File: config.mk
export PLATFORM = sky130hd
export DESIGN_NAME = ifs_ctrl
export DESIGN_NICKNAME = d
export VERILOG_FILES = /design/src/rtl/core/ifs_pkg.sv /design/src/rtl/core/ifs_ctrl.sv
export SDC_FILE = /design/constraint.sdc
export NUM_CORES = 1
export LEC_CHECK = 0
export BUFFER_PORTS_ARGS = -buffer_cell sky130_fd_sc_hd__buf_2
export CORE_UTILIZATION = 47
export CTS_CLUSTER_DIAMETER = 40
export DETAILED_ROUTE_END_ITERATION = 8
export PLACE_DENSITY = 0.7
export SYNTH_ARGS = -nofsm -noshare
export SYNTH_HDL_FRONTEND = slang
export SYNTH_SLANG_ARGS = --single-unit
File: constraint.sdc
create_clock -name clk -period 1.9 [get_ports clk]
set_input_delay 0.38 -clock clk [delete_from_list [all_inputs] [get_ports clk]]
set_output_delay 0.38 -clock clk [all_outputs]
set_load 0.05 [all_outputs]
File: src/rtl/core/ifs_pkg.sv
// Shared constants and control types of the chaos-game step block.
package ifs_pkg;

  localparam int MAX_MAPS  = 20;
  localparam int FRAC_BITS = 16;
  localparam int SLOTS     = 6;
  localparam int MAP_W     = $clog2(MAX_MAPS);
  localparam int ADDR_W    = $clog2(MAX_MAPS * SLOTS);
  localparam int SUM_W     = $clog2(MAX_MAPS * 127 + 1);
  localparam int ACC_W     = 65;
  localparam int Q_W       = ACC_W - FRAC_BITS + 1;

  localparam logic [1:0] OP_LOAD_COEF = 2'd0;
  localparam logic [1:0] OP_LOAD_WGT  = 2'd1;
  localparam logic [1:0] OP_SET_POINT = 2'd2;
  localparam logic [1:0] OP_STEP      = 2'd3;

  localparam logic [7:0] REG_ENTRY_COUNT = 8'd0;
  localparam logic [7:0] REG_ZOOM        = 8'd1;
  localparam logic [7:0] REG_WIDTH       = 8'd2;
  localparam logic [7:0] REG_HEIGHT      = 8'd3;

  typedef enum logic [1:0] {
    MS_X  = 2'd0,
    MS_Y  = 2'd1,
    MS_ZX = 2'd2,
    MS_ZY = 2'd3
  } mul_src_t;

  typedef struct packed {
    logic              accept;
    logic              is_step;
    logic              sel_en;
    logic              sel_first;
    logic [MAP_W-1:0]  sel_idx;
    logic              rd_en;
    logic [2:0]        slot;
    logic              mul_en;
    mul_src_t          mul_src;
    logic              acc_en;
    logic              pix_en;
    logic              pix_y;
    logic              out_ld;
  } cmd_t;

  typedef struct packed {
    logic sel_done;
    logic out_free;
  } sts_t;

endpackage

File: src/rtl/core/ifs_ctrl.sv
// Sequencer: selection scan, coefficient loop and pixel projection for a step, and the result load for every beat.
module ifs_ctrl (
  input  logic              clk,
  input  logic              rst_n,
  input  logic              in_valid,
  input  logic [1:0]        opcode,
  input  ifs_pkg::sts_t     sts,
  output ifs_pkg::cmd_t     cmd,
  output logic              in_ready
);
  import ifs_pkg::*;

  typedef enum logic [7:0] {
    S_IDLE = 8'b00000001,
    S_SEL  = 8'b00000010,
    S_RD   = 8'b00000100,
    S_MUL  = 8'b00001000,
    S_ACC  = 8'b00010000,
    S_PXM  = 8'b00100000,
    S_PXA  = 8'b01000000,
    S_OUT  = 8'b10000000
  } state_t;

  state_t           state_r, state_nxt;
  logic [MAP_W-1:0] idx_r, idx_nxt;
  logic [2:0]       k_r, k_nxt;
  logic             py_r, py_nxt;
  logic             step_r, step_nxt;

  assign in_ready = (state_r == S_IDLE);

  always_comb begin
    state_nxt   = state_r;
    idx_nxt     = idx_r;
    k_nxt       = k_r;
    py_nxt      = py_r;
    step_nxt    = step_r;
    cmd         = '0;
    cmd.sel_idx = idx_r;
    cmd.slot    = k_r;
    cmd.pix_y   = py_r;
    cmd.is_step = step_r;
    cmd.mul_src = MS_X;
    unique case (state_r)
      S_IDLE: begin
        if (in_valid) begin
          cmd.accept = 1'b1;
          step_nxt   = (opcode == OP_STEP);
          idx_nxt    = '0;
          state_nxt  = (opcode == OP_STEP) ? S_SEL : S_OUT;
        end
      end
      S_SEL: begin
        cmd.sel_en    = 1'b1;
        cmd.sel_first = (idx_r == '0);
        if (sts.sel_done) begin
          k_nxt     = 3'd0;
          state_nxt = S_RD;
        end else begin
          idx_nxt = idx_r + 1'b1;
        end
      end
      S_RD: begin
        cmd.rd_en = 1'b1;
        state_nxt = S_MUL;
      end
      S_MUL: begin
        cmd.mul_en  = 1'b1;
        cmd.mul_src = (k_r == 3'd0 || k_r == 3'd3) ? MS_X : MS_Y;
        state_nxt   = S_ACC;
      end
      S_ACC: begin
        cmd.acc_en = 1'b1;
        if (k_r == 3'(SLOTS - 1)) begin
          py_nxt    = 1'b0;
          state_nxt = S_PXM;
        end else begin
          k_nxt     = k_r + 3'd1;
          state_nxt = S_RD;
        end
      end
      S_PXM: begin
        cmd.mul_en  = 1'b1;
        cmd.mul_src = py_r ? MS_ZY : MS_ZX;
        state_nxt   = S_PXA;
      end
      S_PXA: begin
        cmd.pix_en = 1'b1;
        if (py_r) begin
          state_nxt = S_OUT;
        end else begin
          py_nxt    = 1'b1;
          state_nxt = S_PXM;
        end
      end
      S_OUT: begin
        if (sts.out_free) begin
          cmd.out_ld = 1'b1;
          state_nxt  = S_IDLE;
        end
      end
      default: state_nxt = S_IDLE;
    endcase
  end

  always_ff @(posedge clk) begin
    if (!rst_n) begin
      state_r <= S_IDLE;
      idx_r   <= '0;
      k_r     <= '0;
      py_r    <= 1'b0;
      step_r  <= 1'b0;
    end else begin
      state_r <= state_nxt;
      idx_r   <= idx_nxt;
      k_r     <= k_nxt;
      py_r    <= py_nxt;
      step_r  <= step_nxt;
    end
  end

endmodule

=== Yosys cells after proc, flatten, opt, wreduce, memory -nomap -nowiden ===
Index checks and enable logic that the tools add are counted.

* Bits in registers: 18

* Reduce and logical (&&, ||, !) cells: 11
* Muxes and demuxes: 26
* $add $sub $neg: 2
* Eq/ne operators: 17

{| class="wikitable"
|+ Operators with widths
! kind !! count
|-
| $pmux W8 S8 || 1
|-
| $mux W8 || 5
|-
| $ne A2 B2 Y1 const B || 6
|-
| $pmux W3 S2 || 2
|-
| $mux W1 || 10
|-
| $mux W5 || 2
|-
| $pmux W5 S2 || 1
|-
| $reduce_and A3 Y1 || 3
|-
| $eq A8 B1 Y1 const B || 1
|-
| $eq A8 B2 Y1 const B || 1
|-
| $eq A8 B3 Y1 const B || 1
|-
| $eq A8 B4 Y1 const B || 1
|-
| $eq A8 B5 Y1 const B || 1
|-
| $eq A8 B6 Y1 const B || 1
|-
| $eq A8 B7 Y1 const B || 1
|-
| $eq A8 B8 Y1 const B || 1
|-
| $mux W3 || 2
|-
| $mux W6 || 1
|-
| $reduce_bool A2 Y1 || 3
|-
| $add A5 B1 Y5 const B || 1
|-
| $logic_not A5 Y1 || 1
|-
| $reduce_and A2 Y1 || 2
|-
| $add A3 B1 Y3 const B || 1
|-
| $eq A3 B2 Y1 const B || 1
|-
| 6 further kinds || 6
|}

=== Logic depth before layout (Yosys ltp) ===
* Depth after elaboration: 4
* Gate-level depth with buffers: 6

=== Worst setup path before layout ===
No wires, ideal clock.

* Path type: register to output
* Start: register state_r[5]
* End: output cmd[16] (netlist name)
* Setup slack: -1.725 ns
* Data arrival time: 3.245 ns
* Stages on the path, launching flop included: 6
* Data required time: 1.520 ns
* Cells stage by stage: dfxtp_1 -> nor4_1 -> nand3_1 -> inv_1 -> nand2b_1 -> nor4b_1

{| class="wikitable"
|+ RTL lines
! element !! line !! text
|-
| start: declaration || ifs_ctrl.sv:24 || <nowiki>state_t state_r, state_nxt;</nowiki>
|-
| start signal: assignment || ifs_ctrl.sv:114 || <nowiki>state_r <= state_nxt;</nowiki>
|-
| end: declaration || ifs_ctrl.sv:8 || <nowiki>output ifs_pkg::cmd_t cmd,</nowiki>
|}

==> flow_summary_export.csv <==
group,metric,value,unit
pwr,share_comb_of_total_power,0.382,
grt,pin_count_of_the_biggest_net_entering_global_routing,20,
worst_setup_path,r2r_setup_slack,-120,ps
timing,timing.final.ws_setup,-397.3,ps
worst_setup_path,critPathLaunch,"state_r[5]$_SDFFE_PN0P_",
cts,cts_htree_levels,1,
place,pre_cts_ws,-164.9,ps
floorplanning,core_region_area,2255,sq um
grt,vias_in_the_first_global_route,1239,
pwr,cellInternalPower,0.0006360,W
pwr,switching_share,0.3451,
detailed_routing,vias,1335,
status,run_status,"finished, violations left",
synthesis,syn_area,1150,sq um
cts,cts_max_path_buffers,2,
grt,grt.total_usage,0.2731,
worst_setup_path,path_class,"register to primary output",
status,failed_checks,"setup timing",
place,placement.io_buffers,27,
finish,areaGrowthSynthToFinish,67.14,%
floorplanning,die_h,51.46,microns
detailed_routing,met2WireLength,1929,microns
floorplanning,initial_cell_density_of_the_core,0.5100,
detailed_routing,route.detailed.drc,0,
cts,cts_tree,"built",
timing,clock-skew-final,4.304,ps
worst_setup_path,critPathRequiredTime,1520,ps
finish,postLayoutCoreUtil,0.8524,
timing,min_period,2297,ps
worst_setup_path,critical_path_at,1920,ps
job,max-cap-violations,0,
timing,rsz0062_at_grt,"yes",
grt,antenna_found_initial,0,
synthesis,post_synth_num_cell_types,49,
worst_setup_path,r2r_cells,7,
floorplanning,die_area,2648,sq um
timing,max_slew_margin,0.7558,
timing,layout_worst_path_cycle_share,1.209,
synthesis,syn-num-nets,153,
place,post-dp-hpwl,2213,microns
timing,finalMaxSlewViolations,0,
detailed_routing,postRouteAntennaNets,0,
detailed_routing,post_drt_via_cell_ratio,5.881,
place,place.gp.congestion,0.7939,
timing,worst_hold_slack,419.4,ps
detailed_routing,routedWlPerCell,17.01,microns
grt,grt-ovfl-total,0,
hold_path,worstHoldPathCells,2,
grt,grt_pass1_wl,5313,microns
detailed_routing,drtIter0Drc,32,
detailed_routing,wl_met1,1568,microns
cts,clkTransAtPathRegs,110,ps
detailed_routing,wirelength,3861,microns
detailed_routing,wl_met3,217,microns
pwr,p_switching,0.0003351,W
synthesis,ys_seq_area_frac,0.3134,
finish,mostFrequentLayoutCells,"sky130_fd_sc_hd__buf_4, sky130_fd_sc_hd__buf_2, sky130_fd_sc_hd__buf_6",
worst_setup_path,cp_num_cells,4,
timing,setup_tns,-2305,ps
worst_setup_path,rr_endpoint,"k_r[1]$_SDFFE_PN0P_",
timing,setup_viol,22,
worst_setup_path,critPathMaxFanout,2,
cts,cts-buffers-inserted,3,
timing,final-hold-violation-count,0,
finish,final_common_cell,"sky130_fd_sc_hd__buf_4",
finish,design.final.nets,214,
worst_setup_path,cpPeakStageDelay,530,ps
synthesis,synth-edff-count,0,
finish,ff_latch_area,384.1,sq um
synthesis,syn_inst,140,
synthesis,yosysWarningCount,0,
floorplanning,pin_count,28,
worst_setup_path,startpoint_type,"register",
timing,timing_worst_slew_pin_value,366.4,ps
cts,clock_insertion_delay_worst_skew,300,ps
pwr,power.sequential.fraction,0.407,
floorplanning,num_rows,17,
cts,cts.sink_count,18,
pwr,vdd_ir_drop_max,0.4108,mV
pwr,clock_power_share,0.211,
cts,cts-hold-fix-buffers,0,
detailed_routing,top_layer,"met4",
worst_setup_path,r2r-start,"state_r[5]$_SDFFE_PN0P_",
worst_setup_path,critical_path.cell_chain,"or4_4 -> or3_4 -> nor3b_4 -> buf_6",
worst_setup_path,cp_top_family,"simple AND/OR/NAND/NOR gates",
timing,fmaxAchievable,0.4353,GHz
floorplanning,die_w,51.46,microns
worst_setup_path,crit_slowest_cell,"sky130_fd_sc_hd__or4_4",
synthesis,synth_area_per_cell,8.213,sq um
pwr,p_per_area,505.3,nW/um^2
worst_setup_path,crit_path_end_kind,"primary output",
worst_setup_path,cp_endpoint,"cmd[10]",
detailed_routing,drtPass1Iterations,4,
worst_setup_path,cp_num_buf_inv,1,
finish,diodes,0,
synthesis,yosys_most_used_dff,"sky130_fd_sc_hd__dfxtp_1",
hold_path,worst_hold_path_type,"primary input to register",
finish,drive_gt1_frac,0.5528,
synthesis,async_flop_share,0,
pwr,p_leak,0.8130,nW
finish,n_fill_cell,116,
finish,area_of_combinational_cells_with_multiple_inputs,900.9,sq um
cts,clockRootBuffer,"sky130_fd_sc_hd__clkbuf_4",
synthesis,synth.ff_latch_count,18,
[layer usage]
metal,vias to the layer above,global-route usage
li1,622,-
met1,633,0.3291
met2,59,0.4719
met3,21,0.02679
met4,0,0.1441
met5,-,0
[power groups by stage]
stage | combinational [W] | sequential [W] | clock, W
global placement | 0.000241 | 0.000404 | 0
global route | 0.000385 | 0.000397 | 0.000219
CTS | 0.000314 | 0.000400 | 0.000202
floorplan | 0.000165 | 0.000402 | 0
detailed placement | 0.000246 | 0.000404 | 0
finish | 0.000371 | 0.000395 | 0.000205
[worst min-delay path by stage]
| stage | startpoint | end | slack, ps |
|---|---|---|---|
| global placement | step_r$_SDFFE_PN0P_ | step_r$_SDFFE_PN0P_ | 450 |
| global route | in_valid | state_r[0]$_SDFFE_PN1P_ | 430 |
| detailed placement | step_r$_SDFFE_PN0P_ | step_r$_SDFFE_PN0P_ | 470 |
| CTS | in_valid | state_r[0]$_SDFFE_PN1P_ | 370 |
| floorplan | step_r$_SDFFE_PN0P_ | step_r$_SDFFE_PN0P_ | 440 |
| finish | in_valid | state_r[0]$_SDFFE_PN1P_ | 420 |
[through the flow]
| step | cells | cell area [sq um] | total power, W |
|---|---|---|---|
| 6_report | 227 | 1922 | 0.0009711 |
| 5_1_grt | 227 | 1922 | 0.001001 |
| 4_1_cts | 219 | 1763 | 0.0009160 |
| 3_5_place_dp | 207 | 1521 | 0.0006501 |
| 3_3_place_gp | 207 | 1521 | 0.0006446 |
| 2_1_floorplan | 140 | 1244 | 0.0005679 |
[logic make-up (layout without fill, tap and decap cells)]
kind of cell               after synthesis  after routing  synth area share
xor gates and xnor gates                 2              2           0.01524
muxes                                    3              3           0.02612
AOI/OAI and AO/OA                       26             26            0.1774
adders and majority gates                6              6           0.06529
DFF                                     18             18            0.3134
and+or+nand+nor                         65             65            0.3265
buffers and inverters                   20             79           0.07616
[sequential cells by signal, summed over array words and instances (netlist names)]
signal / cells
state_r: 8
step_r: 1
py_r: 1
idx_r: 5
k_r: 3
[worst reg2reg max path, stage by stage (launching register included)]
cell and delay (ps):
sky130_fd_sc_hd__dfxtp_2 340, sky130_fd_sc_hd__or4_4 530, sky130_fd_sc_hd__buf_4 150, sky130_fd_sc_hd__buf_6 120
sky130_fd_sc_hd__buf_4 150, sky130_fd_sc_hd__a211o_1 270, sky130_fd_sc_hd__o211a_1 210, sky130_fd_sc_hd__mux2i_1 140
[cell usage after synthesis (2+ instances only)]
cell type	instances	area, sq um
sky130_fd_sc_hd__nand3b_1	2	15.01
sky130_fd_sc_hd__nand4_1	2	12.51
sky130_fd_sc_hd__o21a_1	2	15.01
sky130_fd_sc_hd__o221ai_1	2	17.52
sky130_fd_sc_hd__buf_4	3	22.52
sky130_fd_sc_hd__nor3_1	4	20.02
sky130_fd_sc_hd__mux2i_1	3	30.03
sky130_fd_sc_hd__nand3_1	6	30.03
sky130_fd_sc_hd__dfxtp_1	18	360.4
sky130_fd_sc_hd__a31oi_1	2	12.51
sky130_fd_sc_hd__nand2b_1	4	25.02
sky130_fd_sc_hd__nor4_1	4	25.02
sky130_fd_sc_hd__nand2_1	11	41.29
sky130_fd_sc_hd__ha_1	6	75.07
sky130_fd_sc_hd__a21oi_1	2	10.01
sky130_fd_sc_hd__or3b_2	2	17.52
sky130_fd_sc_hd__or2_2	2	12.51
sky130_fd_sc_hd__nor2b_1	4	25.02
sky130_fd_sc_hd__nor2_1	10	37.54
sky130_fd_sc_hd__inv_1	12	45.04
sky130_fd_sc_hd__o211a_1	2	20.02
sky130_fd_sc_hd__a21boi_0	2	15.01
sky130_fd_sc_hd__and4_1	3	26.28
sky130_fd_sc_hd__clkbuf_1	4	15.01
sky130_fd_sc_hd__o21ai_0	3	15.01
sky130_fd_sc_hd__and2_1	2	12.51
[timing repair]
item	CTS	global route
setup endpoints to repair	12	23
pin swaps	8	10
cloned	0	0
gates resized for setup	44	23
setup buffers	9	8
[cell type report]
cell class,instances,share of cell area
timing repair buffer,64,0.2760
multi-input combinational,102,0.4688
sequential,18,0.1999
inverter,12,0.02539
clock buffer,3,0.01172
tap,28,0.01823
(Power assumes the default switching activity.)
